### src/rtl/core/lvbg_pkg.sv
// Shared constants, codes and types of the Laplacian-variance blur gate.
`default_nettype none
package lvbg_pkg;
   localparam int PIX_W      = 8;
   localparam int DIM_W      = 13;
   localparam int THR_W      = 24;
   localparam int SCORE_W    = 24;
   localparam int VERDICT_W  = 2;
   localparam int CSR_IDX_W  = 2;
   localparam int CSR_DATA_W = 24;
   localparam int LAP_W      = 11;
   localparam int LAP_MAG_W  = 10;

   localparam int DEF_MAX_WIDTH  = 4096;
   localparam int DEF_MAX_HEIGHT = 4096;
   localparam int DEF_FRAC_BITS  = 4;

   localparam int DEFAULT_REJECT   = 40;
   localparam int DEFAULT_MARGINAL = 120;

   localparam logic [DIM_W-1:0] RESET_WIDTH  = DIM_W'(640);
   localparam logic [DIM_W-1:0] RESET_HEIGHT = DIM_W'(480);

   localparam logic [CSR_IDX_W-1:0] CSR_IMAGE_WIDTH  = 2'd0;
   localparam logic [CSR_IDX_W-1:0] CSR_IMAGE_HEIGHT = 2'd1;
   localparam logic [CSR_IDX_W-1:0] CSR_REJECT_THR   = 2'd2;

   localparam logic [VERDICT_W-1:0] VERDICT_REJECT   = 2'd0;
   localparam logic [VERDICT_W-1:0] VERDICT_MARGINAL = 2'd1;
   localparam logic [VERDICT_W-1:0] VERDICT_OK       = 2'd2;

   typedef struct packed {
      logic start;
      logic ack;
   } score_ctl_type;

   // BT.601 luma, integer weights summing to 256
   function automatic logic [PIX_W-1:0] luma_of(input logic [PIX_W-1:0] r,
                                                input logic [PIX_W-1:0] g,
                                                input logic [PIX_W-1:0] b);
      logic [15:0] acc;
      acc = 16'(16'd77 * 16'(r)) + 16'(16'd150 * 16'(g)) + 16'(16'd29 * 16'(b)) + 16'd128;
      return acc[15:8];
   endfunction
endpackage
`default_nettype wire

### src/rtl/core/lvbg_score.sv
// Per-frame variance unit: shift-add products, then restoring division.
`default_nettype none
module lvbg_score #(
   parameter int CNT_W = 24,
   parameter int FRAC  = 4
) (
   input  wire logic                          clock,
   input  wire logic                          reset,
   input  wire lvbg_pkg::score_ctl_type       ctl,
   input  wire logic signed [CNT_W+10:0]      lap_sum,
   input  wire logic        [CNT_W+19:0]      lap_sq_sum,
   input  wire logic        [CNT_W-1:0]       lap_count,
   output logic                               done,
   output logic        [lvbg_pkg::SCORE_W-1:0] score
);
   import lvbg_pkg::*;

   localparam int SUM_W = CNT_W + 11;
   localparam int SQ_W  = CNT_W + 20;
   localparam int MAG_W = CNT_W + 10;
   localparam int MP_W  = MAG_W;
   localparam int PR_W  = SQ_W + MP_W;
   localparam int NUM_W = PR_W + FRAC;
   localparam int CW    = $clog2(MP_W + 1);

   typedef enum logic [5:0] {
      SC_IDLE = 6'b000001,
      SC_MULA = 6'b000010,
      SC_MULB = 6'b000100,
      SC_MULD = 6'b001000,
      SC_DIV  = 6'b010000,
      SC_DONE = 6'b100000
   } sc_state_type;

   sc_state_type       state_ff, state_in;
   logic [MAG_W-1:0]   mag_ff, mag_in;
   logic [CNT_W-1:0]   n_ff, n_in;
   logic [PR_W-1:0]    mc_ff, mc_in;
   logic [MP_W-1:0]    mp_ff, mp_in;
   logic [PR_W-1:0]    acc_ff, acc_in;
   logic [PR_W-1:0]    a_ff, a_in;
   logic [PR_W-1:0]    b_ff, b_in;
   logic [CW-1:0]      cnt_ff, cnt_in;
   logic [NUM_W-1:0]   rem_ff, rem_in;
   logic [NUM_W-1:0]   dsh_ff, dsh_in;
   logic [SCORE_W-1:0] q_ff, q_in;

   logic [SUM_W-1:0]   sum_neg;
   logic [PR_W-1:0]    prod;
   logic               mul_last;
   logic [NUM_W-1:0]   num;
   logic [NUM_W-1:0]   dfull;
   logic [NUM_W-1:0]   dnext;

   always_comb begin
      sum_neg  = -lap_sum;
      prod     = acc_ff + (mp_ff[0] ? mc_ff : '0);
      mul_last = (cnt_ff == CW'(MP_W - 1));
      num      = NUM_W'(a_ff - b_ff) << FRAC;
      dfull    = NUM_W'(prod) << SCORE_W;
      dnext    = dsh_ff >> 1;

      state_in = state_ff;
      mag_in   = mag_ff;
      n_in     = n_ff;
      mc_in    = mc_ff << 1;
      mp_in    = mp_ff >> 1;
      acc_in   = prod;
      a_in     = a_ff;
      b_in     = b_ff;
      cnt_in   = cnt_ff + CW'(1);
      rem_in   = rem_ff;
      dsh_in   = dsh_ff;
      q_in     = q_ff;

      case (state_ff)
         SC_IDLE: begin
            cnt_in = '0;
            if (ctl.start) begin
               mag_in   = lap_sum[SUM_W-1] ? sum_neg[MAG_W-1:0] : lap_sum[MAG_W-1:0];
               n_in     = lap_count;
               mc_in    = PR_W'(lap_sq_sum);
               mp_in    = MP_W'(lap_count);
               acc_in   = '0;
               state_in = SC_MULA;
            end
         end
         SC_MULA: begin
            if (mul_last) begin
               a_in     = prod;
               mc_in    = PR_W'(mag_ff);
               mp_in    = mag_ff;
               acc_in   = '0;
               cnt_in   = '0;
               state_in = SC_MULB;
            end
         end
         SC_MULB: begin
            if (mul_last) begin
               b_in     = prod;
               mc_in    = PR_W'(n_ff);
               mp_in    = MP_W'(n_ff);
               acc_in   = '0;
               cnt_in   = '0;
               state_in = SC_MULD;
            end
         end
         SC_MULD: begin
            if (mul_last) begin
               cnt_in = '0;
               rem_in = num;
               dsh_in = dfull;
               if (n_ff == '0 || a_ff <= b_ff) begin
                  q_in     = '0;
                  state_in = SC_DONE;
               end else if (num >= dfull) begin
                  q_in     = '1;
                  state_in = SC_DONE;
               end else begin
                  q_in     = '0;
                  state_in = SC_DIV;
               end
            end
         end
         SC_DIV: begin
            dsh_in = dnext;
            if (rem_ff >= dnext) begin
               rem_in = rem_ff - dnext;
               q_in   = {q_ff[SCORE_W-2:0], 1'b1};
            end else begin
               q_in   = {q_ff[SCORE_W-2:0], 1'b0};
            end
            if (cnt_ff == CW'(SCORE_W - 1)) begin
               state_in = SC_DONE;
            end
         end
         SC_DONE: begin
            if (ctl.ack) begin
               state_in = SC_IDLE;
            end
         end
         default: state_in = SC_IDLE;
      endcase
   end

   always_ff @(posedge clock) begin
      if (reset) begin
         state_ff <= SC_IDLE;
      end else begin
         state_ff <= state_in;
      end
      mag_ff <= mag_in;
      n_ff   <= n_in;
      mc_ff  <= mc_in;
      mp_ff  <= mp_in;
      acc_ff <= acc_in;
      a_ff   <= a_in;
      b_ff   <= b_in;
      cnt_ff <= cnt_in;
      rem_ff <= rem_in;
      dsh_ff <= dsh_in;
      q_ff   <= q_in;
   end

   assign done  = (state_ff == SC_DONE);
   assign score = q_ff;

`ifndef ASSERT_OFF
   a_start_idle: assert property (@(posedge clock) disable iff (reset)
      ctl.start |-> state_ff == SC_IDLE)
      else $error("score unit started while busy");
   a_rem_bound: assert property (@(posedge clock) disable iff (reset)
      state_ff == SC_DIV |-> rem_ff < dsh_ff)
      else $error("division remainder out of range");
   a_done_hold: assert property (@(posedge clock) disable iff (reset)
      (state_ff == SC_DONE && !ctl.ack) |=> (state_ff == SC_DONE && $stable(q_ff)))
      else $error("score dropped before acknowledge");
   a_mul_count: assert property (@(posedge clock) disable iff (reset)
      (state_ff == SC_MULA || state_ff == SC_MULB || state_ff == SC_MULD)
         |-> cnt_ff < CW'(MP_W))
      else $error("multiplier step count overrun");
`endif
endmodule
`default_nettype wire

### config.mk
export PLATFORM = sky130hd
export DESIGN_NAME = lvbg_score
export DESIGN_NICKNAME = d
export VERILOG_FILES = /design/src/rtl/core/lvbg_pkg.sv /design/src/rtl/core/lvbg_score.sv
export SDC_FILE = /design/constraint.sdc
export NUM_CORES = 1
export LEC_CHECK = 0
export BUFFER_PORTS_ARGS = -buffer_cell sky130_fd_sc_hd__buf_4
export CAP_MARGIN = 20
export CORE_MARGIN = 1.5
export CORE_UTILIZATION = 68
export DETAILED_ROUTE_END_ITERATION = 12
export PLACE_DENSITY = 0.84
export SYNTH_ARGS = -nofsm -noshare
export SYNTH_HDL_FRONTEND = slang
export SYNTH_SLANG_ARGS = --single-unit
### constraint.sdc
create_clock -name clock -period 26.8 [get_ports clock]
set_clock_uncertainty 0.2 [all_clocks]
set_input_delay 5.36 -clock clock [delete_from_list [all_inputs] [get_ports clock]]
set_output_delay 5.36 -clock clock [all_outputs]
set_load 0.02 [all_outputs]
* Word-level counts from Yosys, hierarchy flattened
Cells that the tools add are included.
Widths: inputs -> output; s select.
** Storage, ports and cells
- Register bits :: 604
- Output and inout port bits :: 25
- Word-level logic and storage cells :: 80
** Cells by class
- Add/sub/neg operators :: 5
- $lt $le $gt $ge :: 3
- Equal/unequal tests :: 15
- Mux-type cells :: 34
- Reduce and logical (&&, ||, !) cells :: 11
** Operators with widths (number)
- $mux 78 :: 6
- $pmux 82 s2 :: 2
- $mux 82 :: 3
- $pmux 78 s3 :: 1
- $pmux 78 s2 :: 1
- $pmux 34 s3 :: 1
- $ge 82x81->1 :: 1
- $ge 82x82->1 :: 1
- $sub 82x81->82 :: 1
- $add 78x78->78 :: 1
- $le 78x78->1 :: 1
- $sub 78x78->78 :: 1
- $mux 24 :: 3
- $mux 34 :: 2
- $mux 33 :: 2
- $mux 6 :: 9
- $pmux 24 s2 :: 1
- $pmux 6 s6 :: 1
- $neg 34->34 :: 1
- $logic_not 24->1 :: 1
- $ne 2x2->1 const B :: 7
- $eq 6x5->1 const B :: 2
- $eq 6x6->1 const B :: 2
- $pmux 6 s2 :: 1
- other kinds (13) :: 16

* Logic depth before layout (Yosys ltp)
- Depth after elaboration :: 7
- Gate-level depth with buffers :: 31
- Depth with buffers taken out :: 29

* Worst setup path before layout
No wires, ideal clock.
- Path type :: reg2reg
- Start :: register cnt_ff[0]
- End :: register dsh_ff[10] (enable)
- Setup time :: 714 ps
- Arrival time :: 8621 ps
- Data required time :: 25886 ps
- Setup slack :: 17265 ps
- Stages on the path, launching flop included :: 7
- Path through :: dfxtp_1 ha_1 nor4b_1 nand2_1 clkbuf_1 buf_1 o21ai_0
** Between the ends
- Longest elaborated chain between the ends :: 3
** RTL lines
- start: declaration :: line lvbg_score.sv:43 : logic [CW-1:0] cnt_ff, cnt_in;
- start signal: assignment :: line lvbg_score.sv:159 : cnt_ff <= cnt_in;
- $eq 6x6->1 :: line lvbg_score.sv:58 : mul_last = (cnt_ff == CW'(MP_W - 1));
- $ne 2x2->1 (no source line)
- $reduce_and 2->1 (no source line)
- end signal: assignment :: line lvbg_score.sv:161 : dsh_ff <= dsh_in;
- end: declaration :: line lvbg_score.sv:45 : logic [NUM_W-1:0] dsh_ff, dsh_in;
No other way between the ends.
A chain may end at the register's enable or synchronous reset.

* Final worst setup path
- Start :: register b_ff[1]
- End :: register q_ff[0], in the netlist score[0], data pin
** Between the ends
- Longest elaborated chain between the ends :: 6
** RTL lines
- start: declaration :: line lvbg_score.sv:42 : logic [PR_W-1:0] b_ff, b_in;
- start signal: assignment :: line lvbg_score.sv:158 : b_ff <= b_in;
- $sub 78x78->78 :: line lvbg_score.sv:59 : num = NUM_W'(a_ff - b_ff) << FRAC;
- $ge 82x82->1 :: line lvbg_score.sv:116 : end else if (num >= dfull) begin
- $mux 24 :: line lvbg_score.sv:116
- $mux 24 (*) :: line lvbg_score.sv:113 : if (n_ff == '0 || a_ff <= b_ff) begin
- $mux 24 (*) :: line lvbg_score.sv:109 : if (mul_last) begin
- $pmux 24 s2 (*) :: line lvbg_score.sv:76 : case (state_ff)
- named net q_in[0] :: line lvbg_score.sv:46 : logic [SCORE_W-1:0] q_ff, q_in;
- end signal: assignment :: line lvbg_score.sv:162 : q_ff <= q_in;
- end: declaration :: line lvbg_score.sv:46
Mark *: on every way through the listed nets, which the timed path passes. The rest lies on a longest branch. The select of a mux whose other input is x is not followed.

==> results.toml <==
[logic_synthesis]
synth_seq_cells = 603
avgSynthCellArea_um2 = 9.25
ys_top_cells_by_count = "edfxtp_1, nand2_1, a21oi_1"
yosys.cell_count.top_type = "edfxtp_1"
ys_top_cells_by_area = "edfxtp_1, dfxtp_1, ha_1"
asyncSetResetFlopFracSynth_pct = 0
postSynthNetCount = 4490
synth_largest_area_cell = "edfxtp_1"
synth_edf_count = 401
yosysWarningCount = 0
netlist-cell-type-count = 101
synth-seq-area-share_pct = 42.6
synthCells = 4085
synth_largest_type_area_fraction_pct = 31.9
synth-main-ff-cell = "edfxtp_1"
netlist_area_mm2 = 0.0378

[timing]
rsz0062_at_grt = "no"
hold_violations = 0
maxSlewHeadroom_pct = 31.3
share_of_the_clock_period_used_by_the_worst_path_after_layout_pct = 30.1
timing.final.crit_period_ns = 8.06
timing_worst_slew_pin_value_ns = 1.03
number_of_max_slew_violations_in_the_final_report = 0
setup_viol_count_final = 0
totalNegativeSetupSlack_ns = 0
fmax_mhz = 124

[global_route]
grt_antenna_before_repair = 0
grt_usage_pct = 34.0
number_of_global_route_vias_before_repair = 28900
maximum_number_of_pins_on_one_net_before_global_route_repair = 128
grt_overflow = 0
global_route_wire_length_before_repair_mm = 154

[pwr]
switching_power_uw = 714
static-leakage-power_nw = 18.0
power.share.combinational_pct = 20.2
power.share.switching_pct = 29.0
vdd.ir_drop.worst_mv = 0.0592
fin_total_pwr_mw = 2.47
internal-power_mw = 1.75
power.clock.fraction_pct = 34.8
power_per_cell_area_mw_per_mm2 = 59.5
power.share.sequential_pct = 45.1

[setup_path]
slowest_delay_ns = 0.88
timing_worst_setup_path_type = "flip-flop to flip-flop"
cpMaxStageDelayCell = "nor3b_4"
worstPathBufferInverterCount = 1
worst_ep_required_time_ns = 27.10
critPathArrivalTime_ns = 8.36
maximum_fanout_count_along_the_critical_path = 24
worst_setup_path_end_kind = "flip-flop"
critPathTopFamily = "compound AO/OA/AOI/OAI gates"
crit_path_start_kind = "flip-flop"

[final_layout]
num_antenna_cells = 0
n_fill_cell = 3965
area_added_between_synthesis_and_finish_pct = 9.81
drive_above_1_share_pct = 8.27
num-nets-final = 4551

[floorplan]
core_mm2 = 0.0550
fp-row-count = 86
initial_core_util_pct = 68.7
floorplan.io_pins = 132
die_y_um = 239
dieWidth_um = 239
die_area_mm2 = 0.0570

[run_status]
run_status = "completed"

[clocking]
h-tree-depth = 2
worstSkewPairLatency_ns = 0.65
cts_tree = "done"
clock_path_buffers = 3
cts_inserted_buffers = 61
clk_pin_slew_ns = 0.07
cts_hold_repair.buffers = 0
cts_root_buf = "clkbuf_16"
cts.repair.resized = 0
post_cts_buffers = 0
tritoncts_num_sinks = 603

[place]
place.gp.congestion = 0.980
detailedPlacementHpwl_mm = 72.9
portBuffers = 131

[routing]
route.antenna.remaining_nets = 0
route.detailed.wl_per_inst_um = 19.9
drt-vias-per-instance = 6.30
drt_wl_total_mm = 98.2
routed-via-count = 31200
firstDrtPassIters = 8
drt_drc_violations_left = 0
drt_iter0_drc = 3827

[job]
max_cap_viol_count = 0

[min_path]
worst_hold_path_type = "flip-flop to flip-flop"
## placed cells by master (no fill, tap or decap), types with 10 or more instances in the layout
cell,n
edfxtp_1,401
nand2_1,357
a21oi_1,349
nor2_1,317
inv_1,309
o21ai_0,306
ha_1,295
dfxtp_1,201
a21o_1,181
buf_4,177
xnor2_1,162
and2_1,151
xor2_1,96
nand4_1,82
nand3_1,68
o21bai_1,62
clkbuf_16,61
nor3_1,41
o21a_1,33
o31ai_1,31
nor2b_1,30
nand2b_1,28
o22ai_1,26
nor4_1,26
a31oi_1,23
and3_1,20
a22o_1,20
or3_1,18
clkbuf_1,17
a211oi_1,16
o21ai_1,15
and4_1,13
o211ai_1,12
or2_2,12
o41ai_1,12
a222oi_1,11
clkinv_2,10
## cells by family (layout without fill, tap and decap cells)
family / after synthesis / count (layout) / share of synthesized area [%]
muxes: 8 / 8 / 0.232
adders and majority gates: 299 / 299 / 9.96
xor gates and xnor gates: 258 / 258 / 5.98
buffers and inverters: 492 / 605 / 5.05
and+or+nand+nor: 1197 / 1197 / 15.3
AOI/OAI and AO/OA: 1228 / 1228 / 20.9
DFF: 603 / 603 / 42.6
## area by class of cell
cell class	count	area (um^2)	share of cell area (%)
tap	748	936	2.26
clock buffer	87	1710	4.13
inverter	309	1160	2.80
multi-input combinational	2990	19900	47.9
sequential	603	16100	38.8
timing repair buffer	181	1430	3.45
clock inverter	28	290	0.700
## routing by layer
| metal | up-vias | routed length [um] | global-route usage [%] |
|---|---|---|---|
| met2 | 1476 | 42900 | 51.6 |
| met4 | 0 | 3220 | 11.9 |
| li1 | 14800 | - | - |
| met5 | - | 0 | 0 |
| met1 | 14700 | 43200 | 50.3 |
| met3 | 184 | 8990 | 4.06 |
## worst register-to-register path: cells and delay by family (launching register included)
kind,cells,cell delay (ns)
buffers and inverters,1,0.08
AND/OR/NAND/NOR,10,2.88
AO/OA/AOI/OAI,12,3.67
flip-flops,1,0.41
XOR/XNOR,1,0.14
adder cells (fa/ha/maj),2,0.55
## metrics by stage
step	hold WS [ns]	util [%]	setup slack [ns]	cell area, um^2	instances
after floorplan	0.192	-	17.26	37800	4085
after global routing	0.252	75.4	18.28	41500	4946
final	0.223	75.4	18.74	41500	4946
after CTS	0.227	75.2	18.97	41400	4942
after global placement	0.218	71.6	18.62	39400	4827
after detailed placement	0.218	71.6	18.56	39400	4827
## sequential cells by signal (all words and copies together), names as in the netlist
signal	cells
rem_ff	82
dsh_ff	81
a_ff	78
acc_ff	78
b_ff	78
mc_ff	78
mag_ff	34
mp_ff	34
n_ff	24
score	24
cnt_ff	6
state_ff	6
## path summary, 6_finish.rpt
check / start / end / slack, ns / depth (start not counted)
worst max register to register: b_ff[1] / score[0] / 18.74 / 26
worst min register to register: mp_ff[1] / mp_ff[0] / 0.22 / 2
worst max-delay path: b_ff[1] / score[0] / 18.74 / 26
worst min-delay path: mp_ff[1] / mp_ff[0] / 0.22 / 2
## power by group through the flow
stage / Combinational [mW] / Clock [mW] / Sequential (mW)
after floorplan: 0.300 / 0 / 1.12
after global placement: 0.460 / 0 / 1.13
after detailed placement: 0.477 / 0 / 1.13
after CTS: 0.483 / 0.866 / 1.11
after global routing: 0.541 / 0.901 / 1.12
final: 0.497 / 0.858 / 1.11
No activity file was read; power rests on OpenSTA's default activity.
